$ cat src/rtl/core/sbh_pkg.sv
// ----------------------------------------------------------------------------
// sbh_pkg
// Shared types and constants of the string bucket hash block.
// ----------------------------------------------------------------------------
package sbh_pkg;

  // field widths
  localparam int unsigned BYTE_W   = 8;
  localparam int unsigned HASH_W   = 32;
  localparam int unsigned TS_W     = 21;
  localparam int unsigned BUCKET_W = 20;
  localparam int unsigned PEND_W   = 24;
  localparam int unsigned POS_W    = 2;

  // table size limits
  localparam logic [TS_W-1:0] MAX_TABLE_SIZE = TS_W'(1048576);
  localparam logic [TS_W-1:0] TS_RESET       = TS_W'(256);

  // one remainder bit per divider step
  localparam int unsigned DIV_STEPS = HASH_W;
  localparam int unsigned STEP_W    = $clog2(DIV_STEPS);

  // controller states
  typedef enum logic [2:0] {
    S_RUN  = 3'b001,
    S_DIV  = 3'b010,
    S_DONE = 3'b100
  } sbh_state_t;

  // controller to datapath
  typedef struct packed {
    logic take;      // accept the current input word
    logic start;     // last word accepted: close the name, load the divider
    logic div_step;  // run one divider step
    logic out_load;  // move the remainder into the output register
  } sbh_cmd_t;

  // datapath to controller
  typedef struct packed {
    logic out_held;  // output register full and stalled
  } sbh_status_t;

endpackage

$ cat src/rtl/core/sbh_ctrl.sv
// ----------------------------------------------------------------------------
// sbh_ctrl
// Controller: accepts words, sequences the serial divider, loads the result.
// ----------------------------------------------------------------------------
module sbh_ctrl import sbh_pkg::*; (
  input  logic        clk,
  input  logic        rst,
  input  logic        in_valid,
  input  logic        last,
  output logic        in_stall,
  input  sbh_status_t status,
  output sbh_cmd_t    cmd
);

  sbh_state_t        state, state_next;
  logic [STEP_W-1:0] step, step_next;
  logic              accept;

  // input handshake
  assign accept   = in_valid && (state == S_RUN);
  assign in_stall = (state != S_RUN);

  // commands
  always_comb begin
    cmd.take     = accept;
    cmd.start    = accept && last;
    cmd.div_step = (state == S_DIV);
    cmd.out_load = (state == S_DONE) && !status.out_held;
  end

  // next state
  always_comb begin
    state_next = state;
    step_next  = step;
    case (state)
      S_RUN: begin
        step_next = '0;
        if (accept && last) begin
          state_next = S_DIV;
        end
      end
      S_DIV: begin
        step_next = step + STEP_W'(1);
        if (step == STEP_W'(DIV_STEPS - 1)) begin
          state_next = S_DONE;
        end
      end
      S_DONE: begin
        if (!status.out_held) begin
          state_next = S_RUN;
        end
      end
      default: begin
        state_next = S_RUN;
      end
    endcase
  end

  // state registers
  always_ff @(posedge clk) begin
    if (rst) begin
      state <= S_RUN;
      step  <= '0;
    end else begin
      state <= state_next;
      step  <= step_next;
    end
  end

endmodule

$ cat src/rtl/core/sbh_datapath.sv
// ----------------------------------------------------------------------------
// sbh_datapath
// Word gathering, XOR accumulation, tail add, serial modulo, output register.
// ----------------------------------------------------------------------------
module sbh_datapath import sbh_pkg::*; (
  input  logic                clk,
  input  logic                rst,
  input  sbh_cmd_t            cmd,
  output sbh_status_t         status,
  input  logic [BYTE_W-1:0]   name_byte,
  input  logic                last,
  input  logic                empty_req,
  input  logic                cfg_we,
  input  logic [TS_W-1:0]     cfg_wdata,
  output logic                out_valid,
  input  logic                out_stall,
  output logic [BUCKET_W-1:0] bucket,
  output logic [HASH_W-1:0]   raw_hash
);

  logic [TS_W-1:0]     table_size;
  logic [HASH_W-1:0]   acc, acc_next;
  logic [PEND_W-1:0]   pend, pend_next;
  logic [POS_W-1:0]    pos, pos_next;
  logic [HASH_W-1:0]   word;
  logic [HASH_W-1:0]   final_sum;
  logic [HASH_W-1:0]   raw;
  logic [HASH_W-1:0]   dividend;
  logic [BUCKET_W-1:0] rem;
  logic [TS_W-1:0]     divisor;
  logic [TS_W-1:0]     eff_size;
  logic [TS_W-1:0]     trial;
  logic                fits;

  // table size register
  always_ff @(posedge clk) begin
    if (rst) begin
      table_size <= TS_RESET;
    end else if (cfg_we) begin
      table_size <= cfg_wdata;
    end
  end

  // byte gathering into little-endian words
  always_comb begin
    word     = {8'd0, pend} | ({24'd0, name_byte} << {pos, 3'b000});
    acc_next = acc;
    pend_next = pend;
    pos_next = pos;
    if (!empty_req) begin
      if (pos == POS_W'(3)) begin
        acc_next  = acc ^ word;
        pend_next = '0;
        pos_next  = '0;
      end else begin
        pend_next = word[PEND_W-1:0];
        pos_next  = pos + POS_W'(1);
      end
    end
  end

  // leftover bytes added onto the accumulator
  always_comb begin
    final_sum = acc_next;
    if (pos_next > POS_W'(0)) final_sum = final_sum + {24'd0, pend_next[7:0]};
    if (pos_next > POS_W'(1)) final_sum = final_sum + {24'd0, pend_next[15:8]};
    if (pos_next > POS_W'(2)) final_sum = final_sum + {24'd0, pend_next[23:16]};
  end

  // clamp the modulus to 1 .. max
  always_comb begin
    eff_size = table_size;
    if (table_size == '0) eff_size = TS_W'(1);
    if (table_size > MAX_TABLE_SIZE) eff_size = MAX_TABLE_SIZE;
  end

  // name state, cleared at the end of each name
  always_ff @(posedge clk) begin
    if (rst) begin
      acc  <= '0;
      pend <= '0;
      pos  <= '0;
    end else if (cmd.take) begin
      if (last) begin
        acc  <= '0;
        pend <= '0;
        pos  <= '0;
      end else begin
        acc  <= acc_next;
        pend <= pend_next;
        pos  <= pos_next;
      end
    end
  end

  // restoring divider step, remainder only
  assign trial = {rem, dividend[HASH_W-1]};
  assign fits  = (trial >= divisor);

  always_ff @(posedge clk) begin
    if (cmd.start) begin
      raw      <= final_sum;
      dividend <= final_sum;
      rem      <= '0;
      divisor  <= eff_size;
    end else if (cmd.div_step) begin
      dividend <= {dividend[HASH_W-2:0], 1'b0};
      if (fits) begin
        rem <= BUCKET_W'(trial - divisor);
      end else begin
        rem <= trial[BUCKET_W-1:0];
      end
    end
  end

  // output register
  always_ff @(posedge clk) begin
    if (rst) begin
      out_valid <= 1'b0;
    end else if (cmd.out_load) begin
      out_valid <= 1'b1;
    end else if (!out_stall) begin
      out_valid <= 1'b0;
    end
  end

  always_ff @(posedge clk) begin
    if (cmd.out_load) begin
      bucket   <= rem;
      raw_hash <= raw;
    end
  end

  assign status.out_held = out_valid && out_stall;

endmodule

$ cat src/rtl/core/string_bucket_hash.sv
// A word without last is taken as soon as it is offered; a word with last gives
// its result after the 32 remainder steps in S_DIV and the load from S_DONE.
// Throughput: one word per cycle within a name; the word that ends a name
// holds the input stalled while the one-bit-per-cycle divider runs, and
// longer while a finished result waits on a stalled output register.
// Reset (rst, synchronous): table_size returns to 256, accumulator and
// partial word clear, no result is pending.
// ----------------------------------------------------------------------------
// string_bucket_hash
// Hashes a byte-serial name and reduces it modulo the table size.
// ----------------------------------------------------------------------------
module string_bucket_hash import sbh_pkg::*; (
  input  logic                clk,
  input  logic                rst,
  input  logic                in_valid,
  output logic                in_stall,
  input  logic [BYTE_W-1:0]   name_byte,
  input  logic                last,
  input  logic                empty_req,
  input  logic                cfg_we,
  input  logic [TS_W-1:0]     cfg_wdata,
  output logic                out_valid,
  input  logic                out_stall,
  output logic [BUCKET_W-1:0] bucket,
  output logic [HASH_W-1:0]   raw_hash
);

  sbh_cmd_t    cmd;
  sbh_status_t status;

  // controller
  sbh_ctrl u_ctrl (
    .clk      (clk),
    .rst      (rst),
    .in_valid (in_valid),
    .last     (last),
    .in_stall (in_stall),
    .status   (status),
    .cmd      (cmd)
  );

  // datapath
  sbh_datapath u_datapath (
    .clk       (clk),
    .rst       (rst),
    .cmd       (cmd),
    .status    (status),
    .name_byte (name_byte),
    .last      (last),
    .empty_req (empty_req),
    .cfg_we    (cfg_we),
    .cfg_wdata (cfg_wdata),
    .out_valid (out_valid),
    .out_stall (out_stall),
    .bucket    (bucket),
    .raw_hash  (raw_hash)
  );

endmodule

$ cat config.mk
export PLATFORM = sky130hd
export DESIGN_NAME = string_bucket_hash
export DESIGN_NICKNAME = d
export VERILOG_FILES = /design/src/rtl/core/sbh_pkg.sv /design/src/rtl/core/sbh_ctrl.sv /design/src/rtl/core/sbh_datapath.sv /design/src/rtl/core/string_bucket_hash.sv
export SDC_FILE = /design/constraint.sdc
export NUM_CORES = 1
export LEC_CHECK = 0
export BUFFER_PORTS_ARGS = -buffer_cell sky130_fd_sc_hd__buf_2
export CAP_MARGIN = 5
export CELL_PAD_IN_SITES_DETAIL_PLACEMENT = 0
export CELL_PAD_IN_SITES_GLOBAL_PLACEMENT = 1
export CORE_UTILIZATION = 48
export CTS_CLUSTER_DIAMETER = 150
export DETAILED_ROUTE_END_ITERATION = 6
export PLACE_DENSITY = 0.79
export SETUP_SLACK_MARGIN = 0.05
export SLEW_MARGIN = 20
export SYNTH_ARGS = -nofsm -noshare
export SYNTH_HDL_FRONTEND = slang
export SYNTH_SLANG_ARGS = --single-unit
$ cat constraint.sdc
create_clock -name clk -period 7.7 [get_ports clk]
set_input_delay 0.385 -clock clk [delete_from_list [all_inputs] [get_ports clk]]
set_output_delay 0.385 -clock clk [all_outputs]
set_load 0.005 [all_outputs]
==> results.txt, run 1 <==
- Sequential cells burn 48.8% of the power.
- Total via count after detailed routing: 11779
* Register clock-pin slew on the reported worst setup and hold paths: 0.06 ns
- Leakage component of the power: 6.38 nW
* Routed length per placed instance: 18.3 um
* Synth Warn #: 0
- In the routed design, unresolved DRC markers number 0.
- Across the VDD grid, the largest voltage drop is 0.000149 V.
- Leading area contributor after synthesis: sky130_fd_sc_hd__edfxtp_1
- The number of max-slew violations in the final report is 0.
- Of the available clock period, the critical path in the final layout requires 89.8%.
- Setup violations remaining at the end of the flow were counted as 0.
- Number of core rows: 63
* Total Nets Final: 1728
- Data required time at the worst endpoint: 7.98 ns
- Number of cells on the worst reg-to-reg path: 25
- The die covers 0.0312 mm2.
- EDFF count, synth: 137
- In this run the post-CTS setup repair buffer count came out at 0.
- In this run the number of H-tree levels came out at 1.
- Clk network pwr share: 43.5%
- STA classifies the critical path startpoint as a flop.
* Clock buffers created by TritonCTS: 27
* RSZ-0062 raised after global routing: false
- P per Cell Area: 180 mW/mm2
* Pre-CTS worst setup slack: 0.556 ns
* Total iterations of the first detailed-routing run: 5
* Main area contributors after synthesis: sky130_fd_sc_hd__edfxtp_1 28%, sky130_fd_sc_hd__dfxtp_1 15%, sky130_fd_sc_hd__nor2_1 5.8%, sky130_fd_sc_hd__ha_1 4.1%, sky130_fd_sc_hd__xnor2_1 4.0%
- The die is 177 um wide.
- Internal Pwr Total: 2.24 mW
* Total negative slack: 0 ns
- Largest fanout of any net on the critical path: 14
* Maximum achievable frequency: 0.145 GHz
* Clk root buf: sky130_fd_sc_hd__clkbuf_16
- The number of hold buffers added after CTS was 0.
- The clock passes through at most 3 buffers.
* Number of nets produced by synthesis: 1666
- Relative to the synthesized area, the layout overhead comes to 11.4%.
- Most common cell in the synthesized netlist: sky130_fd_sc_hd__nor2_1
- The finished layout holds 2049 standard cells, fillers aside.
- DRT Wirelength: 37.4 mm
* Most used flip-flop cell after synthesis: sky130_fd_sc_hd__edfxtp_1
- In this run switching power makes up 23.7% of total power.
- Part of the power in combinational logic: 7.7%
* Clk Latency, worst-skew pair: 0.55 ns
* End of the critical path: u_datapath.dividend[31]
* R2R Path Start: u_datapath.pos[1]
- The cell area that synthesis handed to floorplanning was 0.0146 mm2.
* Hold crit path type: input port to flop
* Transition time of the tightest slew-check pin: 1.02 ns
- Via density: 5.75
- The critical path is of the flop to flop type.
- In this run the critical register-to-register path is captured at u_datapath.dividend[31].
- Total I/O pin count: 90
* Max Cap Violations: 0
- The initial utilization of the core area, before any placement, comes to 49.1%.
* Final clock skew: 0.0214 ns
- Result of the run: complete, no violations
* Fraction of final layout cells with drive strength greater than 1: 12.5%
- Reg2Reg Setup Slack: 0.78 ns
* Launch point of the critical path: u_datapath.pos[1]
- Die Height: 177 um
- Synthesis inferred 245 register bits.
- The commonest cells after synthesis are 227 x sky130_fd_sc_hd__nor2_1, 137 x sky130_fd_sc_hd__edfxtp_1, 119 x sky130_fd_sc_hd__nand2_1, 109 x sky130_fd_sc_hd__a21oi_1, 108 x sky130_fd_sc_hd__dfxtp_1.
- Share of the yosys chip area belonging to registers: 42.9%
- HPWL after DPL: 27.3 mm
- Among all stages on the critical path, the largest delay is contributed by sky130_fd_sc_hd__or4b_1.
* Port-buffer cells: 89
* Top cell type's share of synthesized area: 28.1%
* Via count of the first global-routing pass: 11086
- Tightest slew margin relative to the limit: 31.8%
- Detailed router's first-iteration violation count: 830
- The initial antenna violation count was 0.
- Antenna Nets Post-Route: 0
* Hold violation total from the final report: 0
* Pin count of the biggest net entering global routing: 89
- CP Data Arrival Time: 7.19 ns
* Switching power: 694 uW
- For this run, asynchronously set or reset flops after synthesis account for 0%.
- The cell count after synthesis came out at 1578.
- Cell Count Post-Placement: 2001
- Delay of the slowest critical-path stage: 0.61 ns
- Synthesis instantiated 89 different standard cells from the library.
* Endpoint type of the worst setup path: flop
* Syn_area_per_cell: 9.27 um2
- Counting I/O delays and the setup requirement, the final critical path takes 6.92 ns.
* Post_cts resized: 0
- Clock tree from TritonCTS: done
- Core Box Area: 0.0298 mm2
* Sink count of the clock tree: 245
- Across all setup checks in the final design, the least slack found is 0.785 ns.
- Worst path most repeated cell: sky130_fd_sc_hd__ha_1
* Global route overflow: 0
- Global routing consumed, over all layers together, 24.0% of the routing resources.
* First-pass GRT wire length: 59.6 mm
* N_diodes: 0
- Global placer's final weighted congestion: 0.851
==> kinds of logic after synthesis <==
logic type	share of synthesized area [%]
fa+ha+maj	4.66
compound gates	16.8
flops	42.9
simple gates	20.1
mux	4.62
xor+xnor	7.05
buf+inv	3.78
==> stage by stage <==
step	cell area (um2)	hold WS (ns)	power [mW]	utilization, %
after global routing	16300	0.0654	3.04	54.6
after detailed placement	15400	0.405	1.68	51.7
after CTS	16300	0.0389	2.97	54.6
final	16300	0.0591	2.93	54.6
after floorplan	14600	0.400	1.61	-
after global placement	15400	0.402	1.68	51.7
==> layout by cell type, fill, tap and decap left out, drive strengths merged, types with 10 or more instances in the layout <==
cell,count
clkbuf,31
nor3,38
a22oi,40
or3,13
o31ai,10
nand4,20
inv,66
mux2i,45
nor2,229
and3b,18
and2,19
xnor2,68
buf,107
clkinv,11
a21o,19
o21ai,78
mux2,20
nand2b,12
xor2,48
a31oi,10
o211ai,17
dfxtp,108
nand2,119
nand3,22
nor4,26
edfxtp,137
nor2b,28
ha,48
a21oi,110
==> state kept, by name (all words and copies together) (netlist names) <==
| register | count |
|---|---|
| u_ctrl.step | 5 |
| u_ctrl.state | 3 |
| u_datapath.divisor | 21 |
| u_datapath.raw_hash | 32 |
| u_datapath.dividend | 32 |
| u_datapath.pend | 24 |
| u_datapath.raw | 32 |
| u_datapath.pos | 2 |
| u_datapath.out_valid | 1 |
| u_datapath.table_size | 21 |
| u_datapath.bucket | 20 |
| u_datapath.rem | 20 |
| u_datapath.acc | 32 |
==> power by group through the flow <==
stage,clock network (mW),logic (mW),registers [mW]
after floorplan,0,0.161,1.45
after global placement,0,0.222,1.46
after detailed placement,0,0.224,1.46
after CTS,1.31,0.226,1.43
after global routing,1.36,0.251,1.43
final,1.28,0.225,1.43
==> worst min-delay path by stage <==
stage	from	end	slack, ns	depth (start not counted)
after floorplan	u_datapath.raw[0]	u_datapath.raw_hash[0]	0.40	0
after global placement	u_datapath.raw[28]	u_datapath.raw_hash[28]	0.40	0
after detailed placement	u_datapath.raw[29]	u_datapath.raw_hash[29]	0.41	0
after CTS	cfg_wdata[8]	u_datapath.table_size[8]	0.04	2
after global routing	cfg_wdata[8]	u_datapath.table_size[8]	0.07	2
final	cfg_wdata[8]	u_datapath.table_size[8]	0.06	2
==> per-layer routing <==
metal	wire, um	vias to the layer above	GRT usage (%)
met5	0	-	0
met2	17400	209	39.9
li1	-	5846	-
met1	17500	5668	32.5
met3	1460	56	2.97
met4	1110	0	7.54
==> layout make-up <==
class | count | area [um2]
fill | 2789 | 13500
tap | 390 | 488
multi-input combinational | 1194 | 7820
inverter | 65 | 245
clock buffer | 31 | 691
sequential | 245 | 6280
timing repair buffer | 107 | 581
clock inverter | 17 | 176
==> worst max-delay path, delay by kind of cell, from the launching register on <==
family	cells	cell delay, ns
AO/OA/AOI/OAI	9	1.77
multiplexers	1	0.12
adder cells (fa/ha/maj)	5	1.49
AND/OR/NAND/NOR	7	2.44
flip-flops	1	0.46
XOR/XNOR	2	0.28
buffers and inverters	1	0.07
Power figures use the tool's default switching activity.
==> run 2, diff against run 1 <==
--- a/config.mk
+++ b/config.mk
@@ -9,6 +9,7 @@
 export CAP_MARGIN = 5
 export CELL_PAD_IN_SITES_DETAIL_PLACEMENT = 0
 export CELL_PAD_IN_SITES_GLOBAL_PLACEMENT = 1
+export CORE_MARGIN = 2
 export CORE_UTILIZATION = 48
 export CTS_CLUSTER_DIAMETER = 150
 export DETAILED_ROUTE_END_ITERATION = 6
==> run 2 against run 1 <==
Against the previous run:
- setup slack improved by 0.023 ns
- sequential share of layout area fell by 0.12 points
- power grew 2.8%
- fmax grew 0.34%
- critical path depth is 3 lower
- largest cell class unchanged
- highest routed layer unchanged
==> results.txt, run 2 (same netlist as run 1, synthesis figures left out) <==
- The detailed router placed 11748 vias in this run.
- The congestion estimate from routability-driven global placement came to 0.901.
- P per Cell Area: 185 mW/mm2
- Maximum achievable frequency: 0.145 GHz
- Global routing finished with a remaining overflow of 0.
- Startpoint type of the worst setup path: flop
* Maximum clock path buffer count: 3
- Final clock skew: 0.0160 ns
- Setup slack closes at 0.808 ns.
* Number of core rows: 63
* Largest fanout of any net on the critical path: 25
- Launch point of the critical path: u_datapath.pos[0]
* Switching Share: 23.2%
* Worst IR drop on VDD: 0.000201 V
- In the final routed layout, each cell accounts on average for 18.1 um.
* Count of buffers added by post-CTS timing repair for setup: 0
* Result of the run: complete, no violations
- Total I/O pin count: 90
- In this run the critical register-to-register path is launched from u_datapath.pos[0].
* Final-report setup violation count: 0
- The die covers 0.0319 mm2.
* Fraction of final layout cells with drive strength greater than 1: 12.3%
- Once the floorplan was initialized, standard cells occupied 49.1% of the core.
* Number of cells on the worst reg-to-reg path: 22
- CP Data Arrival Time: 7.17 ns
- Clk Latency, worst-skew pair: 0.55 ns
- Hold crit path type: input port to flop
* Total iterations of the first detailed-routing run: 5
- From left edge to right edge, the die measures 179 um.
- Leakage component of the power: 6.39 nW
- The setup path with the least slack is of type flop to flop.
- The worst path needs 6.89 ns of the cycle, external delays included.
- Across the run, the number of max-cap violations was 0.
- The die is 179 um tall.
- RSZ-0062 raised after global routing: false
- Hold violation total from the final report: 0
- For the final routed database, the setup TNS stands at 0 ns.
- The clock net in this run drives a total of 245 sinks.
* Number of slew-limit violations in the final report: 0
* Register clock-pin slew on the reported worst setup and hold paths: 0.06 ns
- Total routing resource utilization after global routing: 23.4%
- CTS built an H-tree with a depth of 1.
- Entering global routing, the biggest net connects 89 pins.
- Port-buffer cells: 89
- Of the available clock period, the critical path in the final layout requires 89.5%.
- Summing all non-filler instances in the final layout gives an area of 0.0163 mm2.
- Relative to the synthesized area, the layout overhead comes to 11.7%.
* Total Nets Final: 1725
- Hold Worst Slack: 0.0487 ns
- TritonCTS built the clock tree.
- Pre-CTS worst setup slack: 0.599 ns
- Summed over all nets, the half-perimeter wirelength after detailed placement is 27.1 mm.
- In this run the power spent charging and discharging nets is 698 uW.
* Most used cells in the layout excluding fill and tap cells: 225 x sky130_fd_sc_hd__nor2_1, 137 x sky130_fd_sc_hd__edfxtp_1, 118 x sky130_fd_sc_hd__nand2_1, 108 x sky130_fd_sc_hd__a21oi_1, 108 x sky130_fd_sc_hd__dfxtp_1
- The worst setup path is captured at a flop.
* Commonest non-fill, non-tap cell in the layout: sky130_fd_sc_hd__nor2_1
- Clock tree synthesis selected as its root buffer the cell sky130_fd_sc_hd__clkbuf_16.
- The first global-routing pass estimated 59.2 mm of wire.
- The number of clock buffers added by TritonCTS is 27.
- After detailed placement, the total cell area comes to 0.0154 mm2.
* Tightest slew margin relative to the limit: 33.9%
- Cell internal power was estimated by the tool at 2.31 mW.
- Startpoint of the tightest hold check path: cfg_wdata[8]
- Initial antenna violation count: 0
- Transition time of the tightest slew-check pin: 0.991 ns
- Part of the power in combinational logic: 7.5%
- Sequential share of power: 47.5%
- STA puts the critical path data required time at 7.98 ns.
- The detailed router finished its first iteration with 905 violations.
* Count of cells along the worst hold path: 2
* N_diodes: 0
- The region available for standard cell placement spans 0.0298 mm2.
* DRT Wirelength: 37.1 mm
* DRC: 0
* Antenna Nets Post-Route: 0
- The clock network is responsible for 45.0% of the overall power.
* Via density: 5.74
- The number of global-route vias before repair was 10952.
run 2: cell types whose count changed in the layout (fill, tap and decap cells not counted), moves of 2 or more:
cell / change
sky130_fd_sc_hd__buf_4: -3
sky130_fd_sc_hd__clkinv_2: -3
sky130_fd_sc_hd__bufinv_16: +2
sky130_fd_sc_hd__inv_6: -2
run 2: timing repair:
action                     in CTS  in global routing
setup endpoints to repair       0                  4
gates resized for setup         0                  3
hold buffers                    0                  0
hold endpoints to repair        0                  0
run 2: per-stage QoR:
stage	power (mW)	utilization (%)	instances
floorplan	1.61	-	1578
finish	3.01	54.8	2047
detailed placement	1.68	51.7	1998
CTS	3.04	54.8	2047
global placement	1.68	51.7	1998
global route	3.13	54.8	2047
run 2: final timing paths:
kind	endpoint	slack, ns
max	u_datapath.dividend[31]	0.81
min	u_datapath.table_size[8]	0.05
max reg2reg	u_datapath.dividend[31]	0.81
min reg2reg	u_datapath.raw_hash[20]	0.42
run 2: final cells by class:
| class | instances | area, um2 |
|---|---|---|
| Tap cell | 390 | 488 |
| Multi-Input combinational cell | 1194 | 7830 |
| Clock buffer | 33 | 708 |
| Inverter | 65 | 245 |
| Clock inverter | 16 | 223 |
| Fill cell | 2743 | 13500 |
| Sequential cell | 245 | 6280 |
| Timing Repair Buffer | 104 | 558 |
run 2: power by group through the flow:
stage	Sequential [mW]	Clock, mW	Combinational (mW)
6_report	1.43	1.36	0.226
5_1_grt	1.43	1.44	0.251
4_1_cts	1.43	1.38	0.227
3_5_place_dp	1.46	0	0.225
3_3_place_gp	1.46	0	0.222
2_1_floorplan	1.45	0	0.161
run 2: critical path, stage by stage (launching register included):
cell and delay, ns:
sky130_fd_sc_hd__dfxtp_1 0.32, sky130_fd_sc_hd__buf_4 0.21, sky130_fd_sc_hd__nor2_2 0.33, sky130_fd_sc_hd__buf_4 0.25, sky130_fd_sc_hd__a21oi_1 0.09, sky130_fd_sc_hd__nor2_1 0.12
sky130_fd_sc_hd__xor2_1 0.28, sky130_fd_sc_hd__ha_1 0.36, sky130_fd_sc_hd__a2111oi_2 0.46, sky130_fd_sc_hd__o31ai_1 0.24, sky130_fd_sc_hd__and2_1 0.26, sky130_fd_sc_hd__xnor2_1 0.14
sky130_fd_sc_hd__a21oi_1 0.10, sky130_fd_sc_hd__ha_1 0.34, sky130_fd_sc_hd__o21ai_0 0.15, sky130_fd_sc_hd__a21oi_1 0.50, sky130_fd_sc_hd__nand4_1 0.30, sky130_fd_sc_hd__nor4_1 0.47
sky130_fd_sc_hd__xnor2_1 0.20, sky130_fd_sc_hd__or3_1 0.45, sky130_fd_sc_hd__or4_1 0.59, sky130_fd_sc_hd__nor4_1 0.37, sky130_fd_sc_hd__o31ai_1 0.10
run 2: layer usage:
metal / part of all wire (%) / vias to the layer above / global-route usage (%)
met2: 47 / 269 / 38.7
li1: - / 5837 / -
met3: 4.9 / 54 / 2.96
met5: 0 / - / 0
met1: 45 / 5588 / 31.9
met4: 2.9 / 0 / 7.22
